[config.mk]
export PLATFORM = sky130hd
export DESIGN_NAME = message_tag_match_queue_core
export DESIGN_NICKNAME = d
export VERILOG_FILES = /design/src/hdl/mtmq_pkg.sv /design/src/hdl/mtmq_ctrl.sv /design/src/hdl/mtmq_dpath.sv /design/src/hdl/message_tag_match_queue_core.sv
export SDC_FILE = /design/constraint.sdc
export NUM_CORES = 2
export LEC_CHECK = 0
export BUFFER_PORTS_ARGS = -buffer_cell sky130_fd_sc_hd__clkbuf_2
export CAP_MARGIN = 30
export CORE_ASPECT_RATIO = 1.1
export CORE_MARGIN = 1
export CORE_UTILIZATION = 36
export DETAILED_ROUTE_END_ITERATION = 6
export PLACE_DENSITY = 0.51
export SYNTH_ARGS = -nofsm -noshare
export SYNTH_HDL_FRONTEND = slang
export SYNTH_HIERARCHICAL = 1
export SYNTH_SLANG_ARGS = --single-unit
[constraint.sdc]
create_clock -name clk_i -period 23.5 [get_ports clk_i]
set_clock_uncertainty 0.15 [all_clocks]
set_input_delay 4.7 -clock clk_i [delete_from_list [all_inputs] [get_ports clk_i]]
set_output_delay 4.7 -clock clk_i [all_outputs]
set_load 0.05 [all_outputs]
[src/hdl/mtmq_pkg.sv]
`default_nettype none
package mtmq_pkg;

  typedef struct packed {
    logic [1:0]  kind;
    logic [3:0]  source;
    logic [15:0] count;
    logic [15:0] tag;
    logic [15:0] handle;
  } entry_t;

  typedef struct packed {
    logic load;
    logic cmp;
    logic exec;
  } cmd_t;

  localparam logic [1:0] FN_ARRIVE = 2'd0;
  localparam logic [1:0] FN_RECV   = 2'd1;
  localparam logic [1:0] FN_END    = 2'd2;
  localparam logic [1:0] FN_UNUSED = 2'd3;

  localparam logic [1:0] CFG_OWN_RANK   = 2'd0;
  localparam logic [1:0] CFG_WORLD_SIZE = 2'd1;
  localparam logic [1:0] CFG_WILDCARD   = 2'd2;

  localparam logic [3:0] ST_STORED    = 4'd0;
  localparam logic [3:0] ST_FOUND     = 4'd1;
  localparam logic [3:0] ST_COMPLETED = 4'd2;
  localparam logic [3:0] ST_PENDING   = 4'd3;
  localparam logic [3:0] ST_REMOTE    = 4'd4;
  localparam logic [3:0] ST_SELF      = 4'd5;
  localparam logic [3:0] ST_NORANK    = 4'd6;
  localparam logic [3:0] ST_FULL      = 4'd7;
  localparam logic [3:0] ST_ENDACK    = 4'd8;

  function automatic logic desc_match(entry_t a, entry_t b, logic [15:0] wc);
    logic eq;
    eq = (a.kind == b.kind) && (a.source == b.source) && (a.count == b.count);
    return eq && ((a.tag == wc) || (b.tag == wc) || (a.tag == b.tag));
  endfunction

endpackage
`default_nettype wire

[src/hdl/mtmq_ctrl.sv]
`default_nettype none
module mtmq_ctrl
  import mtmq_pkg::*;
(
  input  wire  clk_i,
  input  wire  rst_ni,
  input  wire  start,
  output logic busy,
  output logic done_o,
  output cmd_t cmd_o
);

  typedef enum logic [2:0] {
    S_IDLE = 3'b001,
    S_CMP  = 3'b010,
    S_EXEC = 3'b100
  } state_e;

  state_e state_q, state_d;
  logic   done_q;

  always_comb begin
    state_d = state_q;
    case (state_q)
      S_IDLE: if (start) state_d = S_CMP;
      S_CMP:  state_d = S_EXEC;
      S_EXEC: state_d = S_IDLE;
      default: state_d = S_IDLE;
    endcase
  end

  always_ff @(posedge clk_i or negedge rst_ni) begin
    if (!rst_ni) begin
      state_q <= S_IDLE;
      done_q  <= 1'b0;
    end else begin
      state_q <= state_d;
      done_q  <= (state_q == S_EXEC);
    end
  end

  assign busy       = (state_q != S_IDLE);
  assign done_o     = done_q;
  assign cmd_o.load = (state_q == S_IDLE) && start;
  assign cmd_o.cmp  = (state_q == S_CMP);
  assign cmd_o.exec = (state_q == S_EXEC);

  a_onehot: assert property (@(posedge clk_i) disable iff (!rst_ni) $onehot(state_q))
    else $error("state not one-hot");
  a_done_after_exec: assert property (@(posedge clk_i) disable iff (!rst_ni)
    done_q |-> $past(state_q == S_EXEC))
    else $error("result strobe without execute step");
  a_cmp_then_exec: assert property (@(posedge clk_i) disable iff (!rst_ni)
    (state_q == S_CMP) |=> (state_q == S_EXEC))
    else $error("compare not followed by execute");

endmodule
`default_nettype wire

[src/hdl/mtmq_dpath.sv]
`default_nettype none
module mtmq_dpath
  import mtmq_pkg::*;
#(
  parameter int TABLE_DEPTH = 32,
  parameter int RANKS       = 16
) (
  input  wire         clk_i,
  input  wire         rst_ni,
  input  cmd_t        cmd_i,
  input  wire         cfg_we_i,
  input  wire  [1:0]  cfg_idx_i,
  input  wire  [15:0] cfg_data_i,
  input  wire  [1:0]  func_i,
  input  wire  [1:0]  msg_kind_i,
  input  wire  [3:0]  source_i,
  input  wire  [15:0] byte_count_i,
  input  wire  [15:0] tag_i,
  input  wire  [15:0] payload_handle_i,
  output logic [3:0]  status_o,
  output logic [15:0] match_handle_o,
  output logic [3:0]  match_source_o,
  output logic [15:0] match_tag_o,
  output logic [15:0] match_count_o
);

  localparam int CW = $clog2(TABLE_DEPTH + 1);
  localparam logic [CW-1:0] DEPTH_C = CW'(TABLE_DEPTH);

  logic [3:0]  own_rank_q;
  logic [4:0]  world_size_q;
  logic [15:0] wildcard_q;

  logic [1:0] func_q;
  entry_t     item_q;
  entry_t     tbl_q [TABLE_DEPTH];
  logic [CW-1:0] used_q;
  entry_t     pend_q;
  logic       pend_valid_q;
  logic [RANKS-1:0] ended_q;

  logic [TABLE_DEPTH-1:0] match_q, match_d, oh, ge;
  logic pend_hit_q;
  logic hit, rank_ended;
  entry_t found;

  logic do_append, do_remove;
  logic [3:0] res_status_d;
  entry_t res_d;
  logic pend_clr, pend_set;

  always_ff @(posedge clk_i or negedge rst_ni) begin
    if (!rst_ni) begin
      own_rank_q   <= 4'd0;
      world_size_q <= 5'd16;
      wildcard_q   <= 16'd0;
    end else if (cfg_we_i) begin
      case (cfg_idx_i)
        CFG_OWN_RANK:   own_rank_q   <= cfg_data_i[3:0];
        CFG_WORLD_SIZE: world_size_q <= cfg_data_i[4:0];
        CFG_WILDCARD:   wildcard_q   <= cfg_data_i;
        default: ;
      endcase
    end
  end

  always_ff @(posedge clk_i) begin
    if (cmd_i.load) begin
      func_q        <= func_i;
      item_q.kind   <= msg_kind_i;
      item_q.source <= source_i;
      item_q.count  <= byte_count_i;
      item_q.tag    <= tag_i;
      item_q.handle <= payload_handle_i;
    end
  end

  // parallel compare against every live entry
  always_comb begin
    for (int j = 0; j < TABLE_DEPTH; j++) begin
      match_d[j] = (CW'(j) < used_q) && desc_match(tbl_q[j], item_q, wildcard_q);
    end
  end

  always_ff @(posedge clk_i) begin
    if (cmd_i.cmp) begin
      match_q    <= match_d;
      pend_hit_q <= pend_valid_q && desc_match(item_q, pend_q, wildcard_q);
    end
  end

  // oldest match and the entries at or above it
  assign hit = |match_q;
  assign oh  = match_q & (~match_q + TABLE_DEPTH'(1));
  assign ge  = ~(oh - TABLE_DEPTH'(1));

  always_comb begin
    found = '0;
    for (int j = 0; j < TABLE_DEPTH; j++) begin
      found = found | (tbl_q[j] & {$bits(entry_t){oh[j]}});
    end
    rank_ended = 1'b0;
    for (int r = 0; r < RANKS; r++) begin
      rank_ended = rank_ended | (ended_q[r] && (32'(item_q.source) == r));
    end
  end

  always_comb begin
    do_append    = 1'b0;
    do_remove    = 1'b0;
    pend_clr     = 1'b0;
    pend_set     = 1'b0;
    res_status_d = ST_NORANK;
    res_d        = '0;
    case (func_q)
      FN_ARRIVE: begin
        if (pend_hit_q) begin
          pend_clr     = 1'b1;
          res_status_d = ST_COMPLETED;
          res_d        = item_q;
        end else if (used_q == DEPTH_C) begin
          res_status_d = ST_FULL;
        end else begin
          do_append    = 1'b1;
          res_status_d = ST_STORED;
        end
      end
      FN_RECV: begin
        if (item_q.source == own_rank_q) begin
          res_status_d = ST_SELF;
        end else if ({1'b0, item_q.source} >= world_size_q) begin
          res_status_d = ST_NORANK;
        end else if (hit) begin
          do_remove    = 1'b1;
          res_status_d = ST_FOUND;
          res_d        = found;
        end else if (rank_ended) begin
          res_status_d = ST_REMOTE;
        end else begin
          pend_set     = 1'b1;
          res_status_d = ST_PENDING;
        end
      end
      FN_END: begin
        if (pend_valid_q && (pend_q.source == item_q.source)) begin
          pend_clr     = 1'b1;
          res_status_d = ST_REMOTE;
        end else begin
          res_status_d = ST_ENDACK;
        end
      end
      default: res_status_d = ST_NORANK;
    endcase
  end

  always_ff @(posedge clk_i or negedge rst_ni) begin
    if (!rst_ni) begin
      used_q       <= '0;
      pend_valid_q <= 1'b0;
      ended_q      <= '0;
    end else if (cmd_i.exec) begin
      if (do_append) used_q <= used_q + CW'(1);
      if (do_remove) used_q <= used_q - CW'(1);
      if (pend_clr)  pend_valid_q <= 1'b0;
      if (pend_set)  pend_valid_q <= 1'b1;
      if (func_q == FN_END) begin
        for (int r = 0; r < RANKS; r++) begin
          if (32'(item_q.source) == r) ended_q[r] <= 1'b1;
        end
      end
    end
  end

  // compact on removal, append at the tail
  always_ff @(posedge clk_i) begin
    if (cmd_i.exec) begin
      for (int j = 0; j < TABLE_DEPTH; j++) begin
        if (do_remove && ge[j]) begin
          if (j < TABLE_DEPTH - 1) tbl_q[j] <= tbl_q[(j + 1) % TABLE_DEPTH];
        end else if (do_append && (used_q == CW'(j))) begin
          tbl_q[j] <= item_q;
        end
      end
      // drop the handle of a posted receive
      if (pend_set) begin
        pend_q <= {item_q.kind, item_q.source, item_q.count, item_q.tag, 16'd0};
      end
      status_o       <= res_status_d;
      match_handle_o <= res_d.handle;
      match_source_o <= res_d.source;
      match_tag_o    <= res_d.tag;
      match_count_o  <= res_d.count;
    end
  end

endmodule
`default_nettype wire

[src/hdl/message_tag_match_queue_core.sv]
`default_nettype none
// Message tag matching engine with an ordered table of unexpected arrivals.
// Command channel: drive func_i and the item fields with start high; the
// command is taken at the edge where start is high and busy is low.
// func_i: arrival, post receive or source-ended notice.
// Result: one beat per command, on status_o and the match_* ports for one
// cycle while result_valid_o is high. The receiver cannot stall it.
// Steps: load registers the item, compare registers the table matches, then
// decide/compact/append registers the result; no new command meanwhile.
// Configuration: cfg_we_i with cfg_idx_i (0 own rank, 1 world size,
// 2 wildcard tag) and cfg_data_i, written at the edge. The user must
// write only while idle; the block itself does not enforce it.
// Reset: table empty, no pending receive, no ended sources, own rank 0,
// world size 16, wildcard tag 0. No clearing pass is needed.
module message_tag_match_queue_core
  import mtmq_pkg::*;
#(
  parameter int TABLE_DEPTH = 32,
  parameter int RANKS       = 16
) (
  input  wire         clk_i,
  input  wire         rst_ni,
  input  wire         start,
  output logic        busy,
  input  wire  [1:0]  func_i,
  input  wire  [1:0]  msg_kind_i,
  input  wire  [3:0]  source_i,
  input  wire  [15:0] byte_count_i,
  input  wire  [15:0] tag_i,
  input  wire  [15:0] payload_handle_i,
  output logic        result_valid_o,
  output logic [3:0]  status_o,
  output logic [15:0] match_handle_o,
  output logic [3:0]  match_source_o,
  output logic [15:0] match_tag_o,
  output logic [15:0] match_count_o,
  input  wire         cfg_we_i,
  input  wire  [1:0]  cfg_idx_i,
  input  wire  [15:0] cfg_data_i
);

  cmd_t cmd;

  mtmq_ctrl u_ctrl (
    .clk_i  (clk_i),
    .rst_ni (rst_ni),
    .start  (start),
    .busy   (busy),
    .done_o (result_valid_o),
    .cmd_o  (cmd)
  );

  mtmq_dpath #(
    .TABLE_DEPTH (TABLE_DEPTH),
    .RANKS       (RANKS)
  ) u_dpath (
    .clk_i            (clk_i),
    .rst_ni           (rst_ni),
    .cmd_i            (cmd),
    .cfg_we_i         (cfg_we_i),
    .cfg_idx_i        (cfg_idx_i),
    .cfg_data_i       (cfg_data_i),
    .func_i           (func_i),
    .msg_kind_i       (msg_kind_i),
    .source_i         (source_i),
    .byte_count_i     (byte_count_i),
    .tag_i            (tag_i),
    .payload_handle_i (payload_handle_i),
    .status_o         (status_o),
    .match_handle_o   (match_handle_o),
    .match_source_o   (match_source_o),
    .match_tag_o      (match_tag_o),
    .match_count_o    (match_count_o)
  );

endmodule
`default_nettype wire

# --- Word-level counts from Yosys, hierarchy flattened ---
# Memories as Yosys holds them, arrays and structs flattened.
# Index checks and enable logic that the tools add are counted.
classes:
  add_sub_neg: 4
  magnitude_cmp: 33
  eq_ne: 224
  n_mux: 289
  n_bitwise: 112
  reduce_logical: 310
ops:
  columns: ["operator", "count"]
  rows:
  - ["$mux 54", 32]
  - ["$and 52x52->52", 32]
  - ["$or 52x52->52", 31]
  - ["$eq 16x16->1", 100]
  - ["$mux 1", 238]
  - ["$logic_and 1x1->1", 214]
  - ["$mux 52", 4]
  - ["$eq 4x4->1", 35]
  - ["$pmux 52 s2", 1]
  - ["$eq 6x5->1 const B", 16]
  - ["$lt 5x6->1 const A", 16]
  - ["$eq 2x2->1", 33]
  - ["$logic_or 1x1->1", 66]
  - ["$not 32->32", 2]
  - ["$reduce_or 54->1", 1]
  - ["$eq 6x4->1 const B", 8]
  - ["$lt 4x6->1 const A", 8]
  - ["$reduce_and 3->1", 16]
  - ["$or 1x1->1", 46]
  - ["$add 32x1->32 const B", 1]
  - ["$and 32x32->32", 1]
  - ["$eq 4x4->1 const B", 8]
  - ["$reduce_or 32->1", 1]
  - ["$sub 32x1->32 const B", 1]
  - ["other kinds (32)", 61]
word_totals:
  register_bits: 235
  ramBits: 1728
  in_bits: 78
  out_inout_bits: 58
  mem_count: 1
mem_list:
  columns: ["memory", "depth", "width", "rd", "rd_clocked_by_memory_dff", "wr", "line_no", "source"]
  rows:
  - ["u_dpath.tbl_q", 32, 54, 32, 0, 31, "mtmq_dpath.sv:36", "entry_t tbl_q [TABLE_DEPTH];"]

# --- Depth between registers and ports, before layout ---
logic_depth:
  word_depth: 39
  depth_mapped: 12
  ltp_nobuf: 10

# --- By module ---
# Netlist, hierarchy kept.
modules_own_cells:
  columns: ["mod", "n_inst", "cells_each", "area_each_um2"]
  rows:
  - ["mtmq_dpath", 1, 8780, 112952.1]
  - ["mtmq_ctrl", 1, 12, 168.9]

# --- Worst setup path before layout ---
# Ideal clock, no wire load.
synth_path:
  path_kind: "reg2reg"
  startpoint: "register u_ctrl.state_q[2]"
  endpoint: "memory u_dpath/tbl_q[0][756] in the netlist's numbering (enable)"
  t_arrival_ns: 9.804
  required_ns: 22.810
  path_slack_ns: 13.006
  path_stages_with_launch: 5
  n_path_buf: 1
  synth_period_minus_slack_ns: 10.494
  path_cell_list: "dfrtp_1 nor3b_1 o211ai_1 clkbuf_1 o21ai_0"
synth_rtl:
  columns: ["item", "line_no", "source"]
  rows:
  - ["start, declared", "mtmq_ctrl.sv:19", "state_e state_q, state_d;"]
  - ["start signal, assigned", "mtmq_ctrl.sv:37", "state_q <= state_d;"]
  - ["end, declared", "mtmq_dpath.sv:36", null]

# --- Worst setup path after layout ---
layout_path:
  startpoint: "register u_ctrl.state_q[0]"
  endpoint: "output port busy"
layout_between:
  elab_chain_len: 1
layout_lines:
  columns: ["item", "line_no", "source"]
  rows:
  - ["$ne 3x1->1", "mtmq_ctrl.sv:42", "assign busy = (state_q != S_IDLE);"]
  - ["end, declared", "message_tag_match_queue_core.sv:24", "output logic busy,"]
# No other way between the ends.

==> flow_summary.ini <==
[status]
outcome = finished with violations
violations = design-rule violations

[floorplan]
io_pins = 136
die_w_um = 536
dieArea_um2 = 316000
die_h_um = 590
start_util_pct = 36.2
core.rowCount = 215
core_um2 = 312000

[clock_network]
cts_setup_buffers = 0
clkTransAtPathRegs_ns = 0.06
clock_path_buffers = 4
numClockSinks = 1963
cts_buffers = 229
cts_root_buf = clkbuf_16
clk_latency_ns = 0.97
hold_buffers = 0
cts_max_level = 4
tritoncts = done
cts_resized = 0

[synthesis]
yosysUniqueCellTypes = 86
synth_nets = 8878
syn_area_per_cell_um2 = 12.9
ys_ff_latch = 1963
ys_warn_count = 6
seq_area_frac_synth_pct = 51.9
synthCells = 8792
async_reset_ff_share_pct = 2.65
netlist_area_um2 = 113000
synth_edf_count = 1911
yosys_most_used_dff = edfxtp_1

[sta]
slew_viol_final = 0
timing.setup.tns_ns = 0
final.period_utilization_pct = 29.8
fmaxAchievable_mhz = 143
finalSetupViolCount = 0
hold_viol_final = 0
relSlewSlack_pct = 21.9
rsz0062_at_grt = false
tightestPinTransition_ns = 1.17
finalCriticalPeriod_ns = 7.00

[global_routing]
met2_usage_pct = 52.2
grtUsageMet1_pct = 45.4
grtUsageTotal_pct = 34.8
antenna_found_initial = 55
use_met3_pct = 9.27
grt_max_degree = 79
gr-total-overflow = 0
grt_pass1_vias = 81700
busiest_layer = met2
grt_pass1_wl_um = 755000

[placement]
io_buffers = 135
hpwl_um = 396000
dp.cells = 12600
gp_congestion = 1.04

[setup_path]
crit_chain = or3b_1 -> clkbuf_2
max_stage_delay_ns = 0.59
worstPathMaxFanout = 6
worstPathRequired_ns = 18.65
cp-start-kind = flip-flop
arrival_ns = 2.15
rr_endpoint = u_dpath/tbl_q[1][390]
endpoint_kind = output pin
cp_slowest_cell = dfstp_2
path_class = reg2out
r2r-start = u_dpath/item_q[48]
reg2regPathDepth = 12
r2r_slack_ns = 17.55

[pwr]
p_leak_nw = 42.0
power_frac_clock_pct = 37.2
p_sw_w = 0.00333
seqPwrFrac_pct = 40.8
power_density_nw_per_um2 = 78.0
internal-power_w = 0.00657
comb_power_share_pct = 22.0
switching_share_pct = 33.6
ir_worst_vdd_v = 0.0000725

[job]
maxCapViolations = 0

[drt]
detail_route.first_pass.iterations = 7
drtIter0Drc = 15300
wl_um = 568000
drc = 29
vias = 87100
viasPerCell = 6.68
ant_nets = 0
wl_per_cell_um = 43.6

[min_path]
min_from = u_dpath/ended_q[5]
hold_class = reg2reg
hold_path_end = u_dpath/ended_q[5]
hold_depth = 1

[cells_and_area]
mostFrequentLayoutCell = edfxtp_1
drive_gt1_share_pct = 29.8
area_delta_synth_final_pct = 12.1
nets = 8785
final_cells = 13000
final_cell_mix = edfxtp_1 (1911), mux2_2 (1673), xor2_1 (1378)
[critical path, delay by kind of cell, from the launching register on]
kind,cells,cell delay (ns)
flops,1,0.59
simple gates,1,0.36
buf+inv,1,0.25
[metal layers]
metal	part of all wire [%]	vias to the layer above	wire length [µm]
li1	-	33400	-
met1	38	45300	216000
met2	43	6761	245000
met3	12	1541	67100
met4	6.9	50	39000
met5	0.12	-	664
[worst max-delay path by stage]
stage | startpoint | end | slack, ns | depth (start not counted)
after floorplan | u_ctrl/state_q[2] | u_dpath/tbl_q[0][756] | 13.01 | 4
after global placement | start | u_dpath/item_q[36] | 17.16 | 2
after detailed placement | start | u_dpath/item_q[36] | 17.29 | 3
after CTS | u_ctrl/state_q[0] | busy | 16.46 | 2
after global routing | u_ctrl/state_q[0] | busy | 16.43 | 2
final | u_ctrl/state_q[0] | busy | 16.50 | 2
[through the flow]
step           instance area, µm²  setup slack, ns  hold WS, ns  utilization, %  total power [W]
3_5_place_dp               119000            17.29        0.295            38.2          0.00620
5_1_grt                    127000            16.43        0.322            40.6           0.0101
2_1_floorplan              113000            13.01        0.277               -          0.00518
3_3_place_gp               119000            17.16        0.288            38.1          0.00619
6_report                   127000            16.50        0.307            40.6          0.00990
4_1_cts                    127000            16.46        0.308            40.6          0.00986
[cells in the mapped netlist (14+ instances only)]
master     instances  area share (%)
a22oi_1          283             1.9
and3_1            33            0.18
nor3_1            51            0.23
a221o_1           29            0.26
nor4_1           368             2.0
nand2_1          348             1.2
and2_1            19            0.11
nand4_1          252             1.4
nand3_1          126            0.56
mux2_2          1673              17
a221oi_1         133             1.0
clkbuf_1         412             1.4
xor2_1          1378              11
a21o_1            14           0.093
buf_4             22            0.15
a211oi_1          17            0.11
nand3b_1          29            0.19
a21oi_1          141            0.62
a222oi_1         108            0.96
nor2_1           101            0.34
edfxtp_1        1911              51
buf_2            219            0.97
a2111oi_0         16            0.12
xnor2_1          430             3.3
dfrtp_1           50             1.1
o21ai_0          117            0.52
a32oi_1           16            0.12
a31oi_1           44            0.24
a22o_1            67            0.52
buf_1            159            0.53
[power by group through the flow]
stage	Sequential, W	Clock (W)	Combinational (W)
global placement	0.00410	0	0.00209
CTS	0.00403	0.00372	0.00210
global route	0.00404	0.00384	0.00219
finish	0.00404	0.00369	0.00218
floorplan	0.00407	0	0.00112
detailed placement	0.00410	0	0.00209
[registers in the layout, summed over array words and instances, names as in the netlist, 6 cells and up]
signal                  cells
u_dpath/ended_q            16
u_dpath/item_q             54
u_dpath/match_count_o      16
u_dpath/match_handle_o     16
u_dpath/match_q            32
u_dpath/match_tag_o        16
u_dpath/pend_q             38
u_dpath/tbl_q            1728
u_dpath/used_q              6
u_dpath/wildcard_q         16
[final cells by class]
cell class / count / area (µm²)
sequential: 1963 / 58700
clock inverter: 140 / 1370
timing repair buffer: 493 / 3690
multi-input combinational: 5999 / 51700
fill: 29400 / 185000
tap: 4123 / 5160
inverter: 13 / 48.8
antenna: 14 / 35.0
clock buffer: 287 / 6110
[kinds of logic after synthesis]
logic type | count (synthesis) | synth area share [%]
buffers and inverters | 830 | 3.10
multiplexers | 1680 | 16.7
adder cells (fa/ha/maj) | 8 | 0.0885
AND/OR/NAND/NOR | 1447 | 7.22
AO/OA/AOI/OAI | 1056 | 6.99
XOR/XNOR | 1808 | 14.0
flip-flops | 1963 | 51.9
Power figures use the tool's default switching activity.
